File: src/sv/eci_pkg.sv
// ============================================================================
// eci_pkg
// Shared types and constants for the easing curve interpolator.
// ============================================================================
`default_nettype none

package eci_pkg;

  // Fixed field widths
  localparam int DATA_W  = 16;
  localparam int DIFF_W  = 17;
  localparam int VALUE_W = 18;
  localparam int FRAC_W  = 11;

  // Curve select codes
  localparam logic [1:0] CURVE_QUART = 2'd0;
  localparam logic [1:0] CURVE_CUBIC = 2'd1;
  localparam logic [1:0] CURVE_BACK  = 2'd2;

  // Ease-out-back coefficients: q^2 * (362 Q - 618 q) / (256 Q^2)
  localparam int BACK_SLOPE = 618;
  localparam int BACK_BASE  = 362;
  localparam int BACK_SHIFT = 8;

  // Input transaction
  typedef struct packed {
    logic        [1:0]        req_type;
    logic        [DATA_W-1:0] elapsed_time;
    logic        [DATA_W-1:0] total_duration;
    logic signed [DATA_W-1:0] start_level;
    logic signed [DATA_W-1:0] end_level;
  } in_item_t;

  // Result transaction
  typedef struct packed {
    logic signed [VALUE_W-1:0] eased_value;
    logic        [FRAC_W-1:0]  eased_fraction;
  } out_item_t;

  // Sideband that rides along the pipeline with each transaction
  typedef struct packed {
    logic        [1:0]        sel;
    logic signed [DATA_W-1:0] start;
    logic signed [DIFF_W-1:0] diff;
  } side_t;

endpackage

`default_nettype wire

File: src/sv/eci_div_step.sv
// ============================================================================
// eci_div_step
// One registered restoring-division step of the progress divider.
// ============================================================================
`default_nettype none

module eci_div_step #(
  parameter int QW = 10
) (
  input  wire logic                       clk,
  input  wire logic                       rst_n,
  // upstream side
  input  wire logic                       up_valid,
  output logic                            up_hold,
  input  wire logic [eci_pkg::DATA_W-1:0] up_rem,
  input  wire logic [eci_pkg::DATA_W-1:0] up_dur,
  input  wire logic [QW-1:0]              up_quo,
  input  wire logic                       up_full,
  input  wire eci_pkg::side_t             up_side,
  // downstream side
  output logic                            dn_valid,
  input  wire logic                       dn_hold,
  output logic [eci_pkg::DATA_W-1:0]      dn_rem,
  output logic [eci_pkg::DATA_W-1:0]      dn_dur,
  output logic [QW-1:0]                   dn_quo,
  output logic                            dn_full,
  output eci_pkg::side_t                  dn_side
);

  logic                         v_r;
  logic [eci_pkg::DATA_W-1:0]   rem_r;
  logic [eci_pkg::DATA_W-1:0]   rem_nxt;
  logic [eci_pkg::DATA_W-1:0]   dur_r;
  logic [QW-1:0]                quo_r;
  logic [QW-1:0]                quo_nxt;
  logic                         full_r;
  eci_pkg::side_t               side_r;
  logic                         load;
  logic [eci_pkg::DATA_W:0]     rem2;
  logic [eci_pkg::DATA_W:0]     rem_sub;
  logic                         ge;

  // Stage advances when empty or when downstream takes its content
  assign up_hold = v_r && dn_hold;
  assign load    = !up_hold;

  // Shift in a zero numerator bit, trial subtract
  assign rem2    = {up_rem, 1'b0};
  assign rem_sub = rem2 - {1'b0, up_dur};
  assign ge      = rem2 >= {1'b0, up_dur};
  assign rem_nxt = ge ? rem_sub[eci_pkg::DATA_W-1:0] : rem2[eci_pkg::DATA_W-1:0];
  assign quo_nxt = {up_quo[QW-2:0], ge};

  always_ff @(posedge clk) begin
    if (!rst_n) begin
      v_r <= 1'b0;
    end else if (load) begin
      v_r <= up_valid;
    end
  end

  always_ff @(posedge clk) begin
    if (load && up_valid) begin
      rem_r  <= rem_nxt;
      dur_r  <= up_dur;
      quo_r  <= quo_nxt;
      full_r <= up_full;
      side_r <= up_side;
    end
  end

  assign dn_valid = v_r;
  assign dn_rem   = rem_r;
  assign dn_dur   = dur_r;
  assign dn_quo   = quo_r;
  assign dn_full  = full_r;
  assign dn_side  = side_r;

endmodule

`default_nettype wire

File: src/sv/eci_curve.sv
// ============================================================================
// eci_curve
// Three-stage curve evaluator: square, shared multiply, scale and select.
// ============================================================================
`default_nettype none

module eci_curve #(
  parameter int FRAC_BITS = 10
) (
  input  wire logic                 clk,
  input  wire logic                 rst_n,
  input  wire logic                 up_valid,
  output logic                      up_hold,
  input  wire logic [FRAC_BITS:0]   up_p,
  input  wire eci_pkg::side_t       up_side,
  output logic                      dn_valid,
  input  wire logic                 dn_hold,
  output logic [FRAC_BITS:0]        dn_e,
  output eci_pkg::side_t            dn_side
);

  localparam int EW  = FRAC_BITS + 1;
  localparam int SQW = 2 * FRAC_BITS + 2;
  localparam int TW  = FRAC_BITS + 11;
  localparam int MW  = (SQW > TW) ? SQW : TW;
  localparam int PW  = SQW + MW;
  localparam int RSH = 2 * FRAC_BITS + eci_pkg::BACK_SHIFT;
  localparam logic [EW-1:0] ONE_Q  = {1'b1, {FRAC_BITS{1'b0}}};
  localparam logic [EW-1:0] HALF_Q = {2'b01, {(FRAC_BITS-1){1'b0}}};
  localparam logic signed [TW-1:0] T_BASE =
    TW'(eci_pkg::BACK_BASE * (1 << FRAC_BITS));
  localparam logic signed [PW-1:0] ONE_W   = {{(PW-EW){1'b0}}, ONE_Q};
  localparam logic signed [PW-1:0] RND_W   = {{(PW-RSH){1'b0}}, {RSH{1'b1}}};
  localparam logic signed [PW-1:0] ZERO_W  = '0;

  // Stage A: q = Q - p, squaring of the curve's base term
  logic                   a_v_r;
  eci_pkg::side_t         a_side_r;
  logic [SQW-1:0]         a_sq_r;
  logic [SQW-1:0]         a_sq_nxt;
  logic signed [TW-1:0]   a_t_r;
  logic signed [TW-1:0]   a_t_nxt;
  logic [EW-1:0]          a_s_r;
  logic                   a_lower_r;
  logic [EW-1:0]          q_a;
  logic [EW-1:0]          s_a;
  logic [EW-1:0]          base_a;
  logic                   lower_a;
  logic                   a_hold;

  // Stage B: shared signed multiplier
  logic                   b_v_r;
  eci_pkg::side_t         b_side_r;
  logic                   b_lower_r;
  logic signed [PW-1:0]   b_prod_r;
  logic signed [PW-1:0]   b_prod_nxt;
  logic signed [SQW-1:0]  sq_b;
  logic signed [MW-1:0]   m_b;
  logic                   b_hold;

  // Stage C: scale and fold
  logic                   c_v_r;
  eci_pkg::side_t         c_side_r;
  logic [EW-1:0]          c_e_r;
  logic [EW-1:0]          c_e_nxt;
  logic signed [PW-1:0]   cub_c;
  logic signed [PW-1:0]   e_w;
  logic                   c_hold;

  // Hold chain, from the output back to the input
  assign c_hold  = c_v_r && dn_hold;
  assign b_hold  = b_v_r && c_hold;
  assign a_hold  = a_v_r && b_hold;
  assign up_hold = a_hold;

  // Stage A logic
  assign q_a      = ONE_Q - up_p;
  assign lower_a  = up_p < HALF_Q;
  assign s_a      = lower_a ? up_p : q_a;
  assign base_a   = (up_side.sel == eci_pkg::CURVE_CUBIC) ? s_a : q_a;
  assign a_sq_nxt = SQW'(base_a) * SQW'(base_a);
  assign a_t_nxt  = T_BASE - $signed(TW'(eci_pkg::BACK_SLOPE) * TW'(q_a));

  // Stage B logic: pick the second factor per curve
  assign sq_b = $signed(a_sq_r);
  always_comb begin
    case (a_side_r.sel)
      eci_pkg::CURVE_CUBIC: m_b = MW'($signed({1'b0, a_s_r}));
      eci_pkg::CURVE_BACK:  m_b = MW'(a_t_r);
      eci_pkg::CURVE_QUART: m_b = MW'(sq_b);
      default:              m_b = MW'(sq_b);
    endcase
  end
  assign b_prod_nxt = PW'(sq_b) * PW'(m_b);

  // Stage C logic: divide by the curve's power of two and fold
  assign cub_c = b_prod_r >>> (2 * FRAC_BITS - 2);
  always_comb begin
    case (b_side_r.sel)
      eci_pkg::CURVE_CUBIC: e_w = b_lower_r ? cub_c : (ONE_W - cub_c);
      eci_pkg::CURVE_BACK:
        // truncate toward zero
        e_w = ONE_W + ((b_prod_r + ((b_prod_r < ZERO_W) ? RND_W : ZERO_W)) >>> RSH);
      eci_pkg::CURVE_QUART: e_w = ONE_W - (b_prod_r >>> (3 * FRAC_BITS));
      default:              e_w = ONE_W - (b_prod_r >>> (3 * FRAC_BITS));
    endcase
  end
  assign c_e_nxt = e_w[EW-1:0];

  // Valid bits
  always_ff @(posedge clk) begin
    if (!rst_n) begin
      a_v_r <= 1'b0;
      b_v_r <= 1'b0;
      c_v_r <= 1'b0;
    end else begin
      if (!a_hold) a_v_r <= up_valid;
      if (!b_hold) b_v_r <= a_v_r;
      if (!c_hold) c_v_r <= b_v_r;
    end
  end

  // Payload
  always_ff @(posedge clk) begin
    if (!a_hold && up_valid) begin
      a_side_r  <= up_side;
      a_sq_r    <= a_sq_nxt;
      a_t_r     <= a_t_nxt;
      a_s_r     <= s_a;
      a_lower_r <= lower_a;
    end
    if (!b_hold && a_v_r) begin
      b_side_r  <= a_side_r;
      b_lower_r <= a_lower_r;
      b_prod_r  <= b_prod_nxt;
    end
    if (!c_hold && b_v_r) begin
      c_side_r <= b_side_r;
      c_e_r    <= c_e_nxt;
    end
  end

  assign dn_valid = c_v_r;
  assign dn_e     = c_e_r;
  assign dn_side  = c_side_r;

`ifndef ASSERT_OFF
  // quart and cubic never pass full scale
  a_std_bound: assert property (@(posedge clk) disable iff (!rst_n)
    (c_v_r && (c_side_r.sel != eci_pkg::CURVE_BACK)) |-> (c_e_r <= ONE_Q))
    else $error("eci_curve: non-back curve above full scale");
  // back overshoot stays small
  a_back_bound: assert property (@(posedge clk) disable iff (!rst_n)
    c_v_r |-> (c_e_r <= (ONE_Q + (ONE_Q >> 3))))
    else $error("eci_curve: eased fraction out of range");
`endif

endmodule

`default_nettype wire

File: src/sv/eci_mix.sv
// ============================================================================
// eci_mix
// Two-stage level interpolation: e * (end - start), then floor shift and add.
// ============================================================================
`default_nettype none

module eci_mix #(
  parameter int FRAC_BITS = 10
) (
  input  wire logic               clk,
  input  wire logic               rst_n,
  input  wire logic               up_valid,
  output logic                    up_hold,
  input  wire logic [FRAC_BITS:0] up_e,
  input  wire eci_pkg::side_t     up_side,
  output logic                    out_valid,
  input  wire logic               out_stall,
  output eci_pkg::out_item_t      out_data
);

  localparam int EW  = FRAC_BITS + 1;
  localparam int P2W = EW + 1 + eci_pkg::DIFF_W;

  // Stage D: product
  logic                              d_v_r;
  logic signed [eci_pkg::DATA_W-1:0] d_start_r;
  logic [EW-1:0]                     d_e_r;
  logic signed [P2W-1:0]             d_prod_r;
  logic signed [P2W-1:0]             d_prod_nxt;
  logic                              d_hold;

  // Stage E: output register
  logic                              o_v_r;
  eci_pkg::out_item_t                o_data_r;
  eci_pkg::out_item_t                o_data_nxt;
  logic signed [P2W-1:0]             sum_e;
  logic [31:0]                       frac_ext;
  logic                              o_hold;

  assign o_hold  = o_v_r && out_stall;
  assign d_hold  = d_v_r && o_hold;
  assign up_hold = d_hold;

  assign d_prod_nxt = P2W'($signed({1'b0, up_e})) * P2W'(up_side.diff);

  // floor division by Q is an arithmetic shift
  assign sum_e    = P2W'(d_start_r) + (d_prod_r >>> FRAC_BITS);
  assign frac_ext = 32'(d_e_r);
  always_comb begin
    o_data_nxt.eased_value    = sum_e[eci_pkg::VALUE_W-1:0];
    o_data_nxt.eased_fraction = frac_ext[eci_pkg::FRAC_W-1:0];
  end

  always_ff @(posedge clk) begin
    if (!rst_n) begin
      d_v_r <= 1'b0;
      o_v_r <= 1'b0;
    end else begin
      if (!d_hold) d_v_r <= up_valid;
      if (!o_hold) o_v_r <= d_v_r;
    end
  end

  always_ff @(posedge clk) begin
    if (!d_hold && up_valid) begin
      d_start_r <= up_side.start;
      d_e_r     <= up_e;
      d_prod_r  <= d_prod_nxt;
    end
    if (!o_hold && d_v_r) begin
      o_data_r <= o_data_nxt;
    end
  end

  assign out_valid = o_v_r;
  assign out_data  = o_data_r;

endmodule

`default_nettype wire

File: src/sv/easing_curve_interpolator_core.sv
// ============================================================================
// easing_curve_interpolator_core
// Pipelined easing curve evaluator and level interpolator.
// ============================================================================
// Takes one transaction per clock while in_stall is low and returns one
// result per transaction, in order. The pipe is made of the progress
// divider, a chain of FRACTION_BITS registered restoring-division steps,
// followed by three curve stages (square, shared multiply, scale) and two
// interpolation stages (multiply, shift and add into the output register).
// Every stage holds its own valid bit; a stall on the output holds only
// the occupied stages, so bubbles are squeezed out and in_stall rises only
// once the whole pipe is full and the output is stalled. Curve select 3
// behaves as ease-out-quart.
`default_nettype none

module easing_curve_interpolator_core #(
  parameter int FRACTION_BITS = 10
) (
  input  wire logic              clk,
  input  wire logic              rst_n,
  input  wire logic              in_valid,
  output logic                   in_stall,
  input  wire eci_pkg::in_item_t in_data,
  output logic                   out_valid,
  input  wire logic              out_stall,
  output eci_pkg::out_item_t     out_data
);

  localparam int F = FRACTION_BITS;
  localparam logic [F:0] ONE_Q = {1'b1, {F{1'b0}}};

  // Divider pipeline taps, index k feeds step k
  logic                         dv    [0:F];
  logic                         dh    [0:F];
  logic [eci_pkg::DATA_W-1:0]   drem  [0:F];
  logic [eci_pkg::DATA_W-1:0]   ddur  [0:F];
  logic [F-1:0]                 dquo  [0:F];
  logic                         dfull [0:F];
  eci_pkg::side_t               dside [0:F];

  logic [F:0]                   prog;
  logic                         cv_valid;
  logic                         cv_hold;
  logic [F:0]                   cv_e;
  eci_pkg::side_t               cv_side;
  logic                         dh_mix;

  // Entry: saturate progress, form the level difference
  assign dv[0]         = in_valid;
  assign in_stall      = dh[0];
  assign drem[0]       = in_data.elapsed_time;
  assign ddur[0]       = in_data.total_duration;
  assign dquo[0]       = '0;
  assign dfull[0]      = in_data.elapsed_time >= in_data.total_duration;
  assign dside[0].sel  = in_data.req_type;
  assign dside[0].start = in_data.start_level;
  assign dside[0].diff =
    $signed({in_data.end_level[eci_pkg::DATA_W-1], in_data.end_level}) -
    $signed({in_data.start_level[eci_pkg::DATA_W-1], in_data.start_level});

  // Progress divider: one quotient bit per stage
  for (genvar k = 0; k < F; k++) begin : g_div
    eci_div_step #(.QW(F)) u_step (
      .clk      (clk),
      .rst_n    (rst_n),
      .up_valid (dv[k]),
      .up_hold  (dh[k]),
      .up_rem   (drem[k]),
      .up_dur   (ddur[k]),
      .up_quo   (dquo[k]),
      .up_full  (dfull[k]),
      .up_side  (dside[k]),
      .dn_valid (dv[k+1]),
      .dn_hold  (dh[k+1]),
      .dn_rem   (drem[k+1]),
      .dn_dur   (ddur[k+1]),
      .dn_quo   (dquo[k+1]),
      .dn_full  (dfull[k+1]),
      .dn_side  (dside[k+1])
    );
  end

  assign prog  = dfull[F] ? ONE_Q : {1'b0, dquo[F]};
  assign dh[F] = cv_hold;

  // Curve evaluation
  eci_curve #(.FRAC_BITS(F)) u_curve (
    .clk      (clk),
    .rst_n    (rst_n),
    .up_valid (dv[F]),
    .up_hold  (cv_hold),
    .up_p     (prog),
    .up_side  (dside[F]),
    .dn_valid (cv_valid),
    .dn_hold  (dh_mix),
    .dn_e     (cv_e),
    .dn_side  (cv_side)
  );

  // Level interpolation and output register
  eci_mix #(.FRAC_BITS(F)) u_mix (
    .clk       (clk),
    .rst_n     (rst_n),
    .up_valid  (cv_valid),
    .up_hold   (dh_mix),
    .up_e      (cv_e),
    .up_side   (cv_side),
    .out_valid (out_valid),
    .out_stall (out_stall),
    .out_data  (out_data)
  );

`ifndef ASSERT_OFF
  // input is held back only by a stalled, occupied output
  a_stall_src: assert property (@(posedge clk) disable iff (!rst_n)
    in_stall |-> (out_valid && out_stall))
    else $error("core: input stalled without a stalled output");
  // reset empties the pipe
  a_reset_empty: assert property (@(posedge clk)
    !rst_n |=> !out_valid)
    else $error("core: result presented right after reset");
`endif

endmodule

`default_nettype wire
File: config.mk
export PLATFORM = sky130hd
export DESIGN_NAME = easing_curve_interpolator_core
export DESIGN_NICKNAME = d
export VERILOG_FILES = /design/src/sv/eci_pkg.sv /design/src/sv/eci_div_step.sv /design/src/sv/eci_curve.sv /design/src/sv/eci_mix.sv /design/src/sv/easing_curve_interpolator_core.sv
export SDC_FILE = /design/constraint.sdc
export NUM_CORES = 2
export LEC_CHECK = 0
export BUFFER_PORTS_ARGS = -buffer_cell sky130_fd_sc_hd__buf_2
export CORE_ASPECT_RATIO = 0.5
export CORE_UTILIZATION = 60
export DETAILED_ROUTE_END_ITERATION = 12
export GPL_TIMING_DRIVEN = 0
export PLACE_DENSITY = 0.77
export SYNTH_ARGS = -nofsm -noshare
export SYNTH_HDL_FRONTEND = slang
export SYNTH_SLANG_ARGS = --single-unit
File: constraint.sdc
create_clock -name clk -period 18.3 [get_ports clk]
set_input_delay 0 -clock clk [delete_from_list [all_inputs] [get_ports clk]]
set_output_delay 0 -clock clk [all_outputs]
set_load 0.01 [all_outputs]
# Word level (Yosys, flattened, before mapping)
# Cells that the tools add are included.
# totals
register_bits,1016
input_bits,70
out_inout_bits,31
wordCells,212
# classes
n_eq_ne,5
n_mul,4
n_addsub,17
n_reduce_logical,45
order_cmp,13
mux,16
# ops
operator,count
$ge A17 B16 Y1,10
$mux W16,9
$sub A16 B16 Y16,9
$lt A44 B1 Y1 const B,1
$mul A22 B22 Y44,1
$mux W11,4
$pmux W22 S2,1
$add A39 B29 Y39,1
$sub A11 B11 Y11 const A,3
$logic_and A1 B1 Y1,30
$mul A12 B17 Y28,1
$mux W28,1
$mul A11 B11 Y22,1
$pmux W11 S2,1
$sub A20 B21 Y21 const A,1
$mul A9 B11 Y20 const A,1
$add A16 B18 Y18,1
$sub A16 B16 Y17,1
$ge A16 B16 Y1,1
$logic_not A1 Y1,15
$add A11 B11 Y11 const A,1
$lt A11 B10 Y1 const B,1
$eq A2 B1 Y1 const B,3
$eq A2 B2 Y1 const B,2

# Longest topological paths before layout
# logic_depth
depth_word,17
ltp_mapped,33
ltp_nobuf,29

# Cells and area by module
# Synthesis repeated with hierarchy kept, for this count alone.
# unflattened
cells_unflattened,6650
hier_area_um2,76580.9
# by_module_without_submodules
module,instances,area_per_inst_um2,cells_per_inst
eci_div_step,10,3412.0,239
eci_curve,1,31506.5,3117
eci_mix,1,9547.9,938
easing_curve_interpolator_core,1,1406.3,205

# Worst setup path after synthesis
# Ideal clock, no wire load.
# synth_timing
kind,register to register
from,register u_curve.a_side_r[34] (netlist bit)
to,"register u_curve.b_prod_r[37], data pin"
required_time_ps,18032
arrival_ps,7849
stages_incl_launch_ff,28
setup_slack_ps,10184
synth_period_minus_slack_ps,8116
n_path_buf,3
cell_sequence,edfxtp_1 -> ha_1 -> clkbuf_1 -> clkbuf_1 -> a221oi_1 -> a21oi_1 -> clkbuf_1 -> nand2_1 -> fa_1 -> inv_1 -> fa_1 -> inv_1 -> fa_1 -> inv_1 -> fa_1 -> fa_1 -> inv_1 -> fa_1 -> fa_1 -> inv_1 -> ha_1 -> a21oi_1 -> o21ai_0 -> a21o_1 -> a21o_1 -> or4_1 -> o311ai_0 -> xnor2_1
# synth_via
elab_chain_cells,3
# synth_lines
element,line_no,text
from (decl),eci_curve.sv:38,eci_pkg::side_t a_side_r;
from (signal assigned),eci_curve.sv:126,a_side_r <= up_side;
$eq A2 B2 Y1 or $eq A2 B1 Y1 (tied branches),eci_curve.sv:87,case (a_side_r.sel)
$pmux W22 S2 (*),eci_curve.sv:87,
$mul A22 B22 Y44 (*),eci_curve.sv:94,assign b_prod_nxt = PW'(sq_b) * PW'(m_b);
net u_curve.b_prod_nxt[37],eci_curve.sv:56,logic signed [PW-1:0] b_prod_nxt;
to (signal assigned),eci_curve.sv:135,b_prod_r <= b_prod_nxt;
to (decl),eci_curve.sv:55,logic signed [PW-1:0] b_prod_r;
# The timed path passes the listed nets; every way through them passes the cells marked *.
# A chain may end at the register's enable or synchronous reset.

# Worst setup path after layout
# layout_timing
from,register u_curve.a_side_r[33] (netlist bit)
to,"register u_curve.b_prod_r[40], data pin"
# Same word-level chain as after synthesis.

==> run summary <==
# IOs -> 101
Max clock buf depth -> 3
Sw Share -> 23.7%
Synth unique cells -> 88
Worst path slowest cell -> a22oi_1
CTS tree -> yes
Post-DR wirelength/cell -> 20.0 um
Vias in the first global route -> 48.7k
Non-filler instance count after layout -> 8133
Inst Count DP -> 7878
DR pass1 iterations -> 6
Crit path time final -> 10.34 ns
Chip width -> 492 um
Final ANT Viol Nets -> 0
Relative slew slack -> 9.74%
Buf/Inv on CP -> 11
Share of cells above drive strength 1 -> 6.18%
Area of the multi-input gates -> 37300 sq um
Worst-Skew Late Latency -> 0.73 ns
Max_cap viols -> 0
Post-Syn Area -> 72000 sq um
Antenna violations before repair -> 3
NetSw -> 1.17 mW
Synth Instances -> 6150
Pre-CTS worst setup slack -> 8.28 ns
Critical path's largest stage delay -> 0.99 ns
Status -> finished, final reports clean
Post-DP HPWL -> 124000 um
DR vias/cell -> 5.60
CTS sink count -> 1000
Cell accounting for the most synthesized area -> edfxtp_1
Slew @ Worst Pin -> 1.34 ns
Port-buffer cells -> 100
Ys async rst share -> 0%
Die area -> 121000 sq um
Critical Path Start Type -> register
Final wirelength -> 163000 um
Initial core utilization -> 60.8%
Setup TNS -> 0 ns
Synth top area cells -> edfxtp_1, fa_1, ha_1
Area share of the largest cell type after synthesis -> 41.1%
CP arrival -> 10.81 ns
Clk pwr share -> 37.7%
Crit Path Max Fanout -> 10
Die height -> 247 um
Critical path class -> register to register
Critical Path End Type -> register
Final setup vio count -> 0
First-pass GRT wire length -> 261000 um
Leakage -> 34.1 nW
Sequential power share -> 52.2%
Final Max Tran Viols -> 0
Final hold vios -> 0
Sequential share of the synthesized area -> 41.5%
Hold path start -> in_data[34]
FF-to-FF Start -> u_curve.a_side_r[33]
Total Nets Final -> 7845
Combinational share of power -> 10.1%
Yosys warning total -> 0
Cts repair resizes -> 0
Iter 0 DRT Violations -> 3239
Clock slew at reported path FFs -> 0.07 ns
Max VDD drop -> 0.000103 V
Final Cycle Share -> 56.5%
RSZ-0062 raised after global routing -> false
DP Area -> 75100 sq um
Hold WS -> 0.0794 ns
Synth Flop Type -> edfxtp_1
Largest net degree at the start of global routing -> 72
P_int -> 3.78 mW
Root buffer cell -> clkbuf_16
DRC errors left -> 0
Fmax -> 0.0967 GHz
Crit. Startpoint -> u_curve.a_side_r[33]
GR Util All Layers -> 27.7%
Core ar. -> 118000 sq um
Commonest cells after routing, fill and taps aside -> inv_1, edfxtp_1, fa_1, ha_1, nand2_1
Worst EP required -> 18.77 ns
Fillcell total -> 8483
Commonest non-fill, non-tap cell in the layout -> inv_1
Max H-tree Level -> 3
EDFF count, synth -> 985
Syn-to-layout area delta -> 9.66%
Grt ovf -> 0
Post-route cell area -> 78900 sq um
TritonCTS buffer count -> 85
Syn_area_per_cell -> 11.7 sq um
Hold Path Class -> input port to register
Clock skew -> 0.116 ns
Worst setup margin -> 7.96 ns
Vias -> 45.5k
Reg2Reg Setup Slack -> 7.96 ns
CP delay by family, top -> adder cells
FF+latch area -> 29900 sq um
Pwr dens -> 62.7 nW/um^2
Post-synthesis register bit count -> 1000
Number of core rows -> 89
Final GP Congestion -> 0.964
cells by family after synthesis:
logic type                 synth area share, %
AOI/OAI and AO/OA                         6.38
xor gates and xnor gates                  3.36
adders and majority gates                 30.6
buffers and inverters                     6.89
DFF                                       41.5
muxes                                     1.50
other                                   0.0104
and+or+nand+nor                           9.73
path summary, 6_finish.rpt:
check,endpoint,cells past startpoint
hold / removal,g_div[0].u_step.dn_dur[2],2
hold reg to reg,g_div[8].u_step.dn_quo[1],0
setup / recovery,u_curve.b_prod_r[40],31
setup reg to reg,u_curve.b_prod_r[40],31
flip-flops by register name (all words and copies together) (netlist names), 11 cells and up:
name                  flops
g_div.u_step.dn_side    350
u_curve.b_side_r         35
g_div.u_step.dn_dur     144
g_div.u_step.dn_rem     144
u_curve.dn_e             11
u_curve.dn_side          33
u_curve.a_t_r            19
u_curve.a_s_r            11
u_mix.d_start_r          16
u_mix.d_e_r              11
g_div.u_step.dn_quo      55
u_curve.b_prod_r         42
u_curve.a_side_r         35
u_curve.a_sq_r           20
u_mix.d_prod_r           18
u_mix.out_data           29
power groups by stage:
stage | combinational, mW | clock (mW) | sequential, mW
detailed placement | 0.465 | 0 | 2.63
CTS | 0.491 | 1.90 | 2.58
finish | 0.499 | 1.87 | 2.58
global route | 0.552 | 1.98 | 2.58
floorplan | 0.351 | 0 | 2.62
global placement | 0.443 | 0 | 2.63
per-stage QoR:
stage	util [%]	power, mW
2_1_floorplan	-	2.97
3_3_place_gp	62.9	3.07
3_5_place_dp	63.4	3.09
4_1_cts	66.6	4.98
5_1_grt	66.6	5.12
6_report	66.6	4.95
layer usage:
layer | wire length (um) | vias to the layer above | part of all wire, % | global-route usage, %
met5 | 26 | - | 0.016 | 0
met4 | 5730 | 4 | 3.5 | 9.45
met3 | 10200 | 342 | 6.3 | 3.90
met2 | 79300 | 1520 | 49 | 47.7
met1 | 67700 | 22800 | 42 | 36.3
li1 | - | 20900 | - | -
area by class of cell:
cell class / instances / area share, %
Clock buffer: 114 / 2.88
Antenna cell: 2 / 0.00634
Timing Repair Buffer: 218 / 2.45
Clock inverter: 44 / 0.742
Sequential cell: 1000 / 37.9
Inverter: 1153 / 5.48
Tap cell: 1592 / 2.52
Buffer: 160 / 0.799
Multi-Input combinational cell: 3850 / 47.3
cells in the mapped netlist, drive strengths merged (11+ instances only):
cell type  instances
nand4             42
nand3             48
o21bai            23
or2               25
o211ai            18
or3               23
a211oi            24
nand2            506
o31ai             12
nor3              68
nor4              15
inv             1153
a221oi            15
nor2b             69
a21oi            215
clkbuf           143
fa               758
mux2i             14
nand2b            44
dfxtp             15
buf               17
a21boi            19
a31oi             18
o21a              48
edfxtp           985
and2             258
a22oi             11
xor2              84
xnor2            192
nor2             301
mux2              81
o21ai            140
ha               549
and3              20
a21o              84
timing repair:
| item | 4_1_cts | 5_1_grt |
|---|---|---|
| hold buffers | 93 | 1 |
| endpoints found under the setup margin | 0 | 0 |
| setup buffers | 0 | 0 |
| hold endpoints to repair | 138 | 1 |
(Power assumes the default switching activity.)
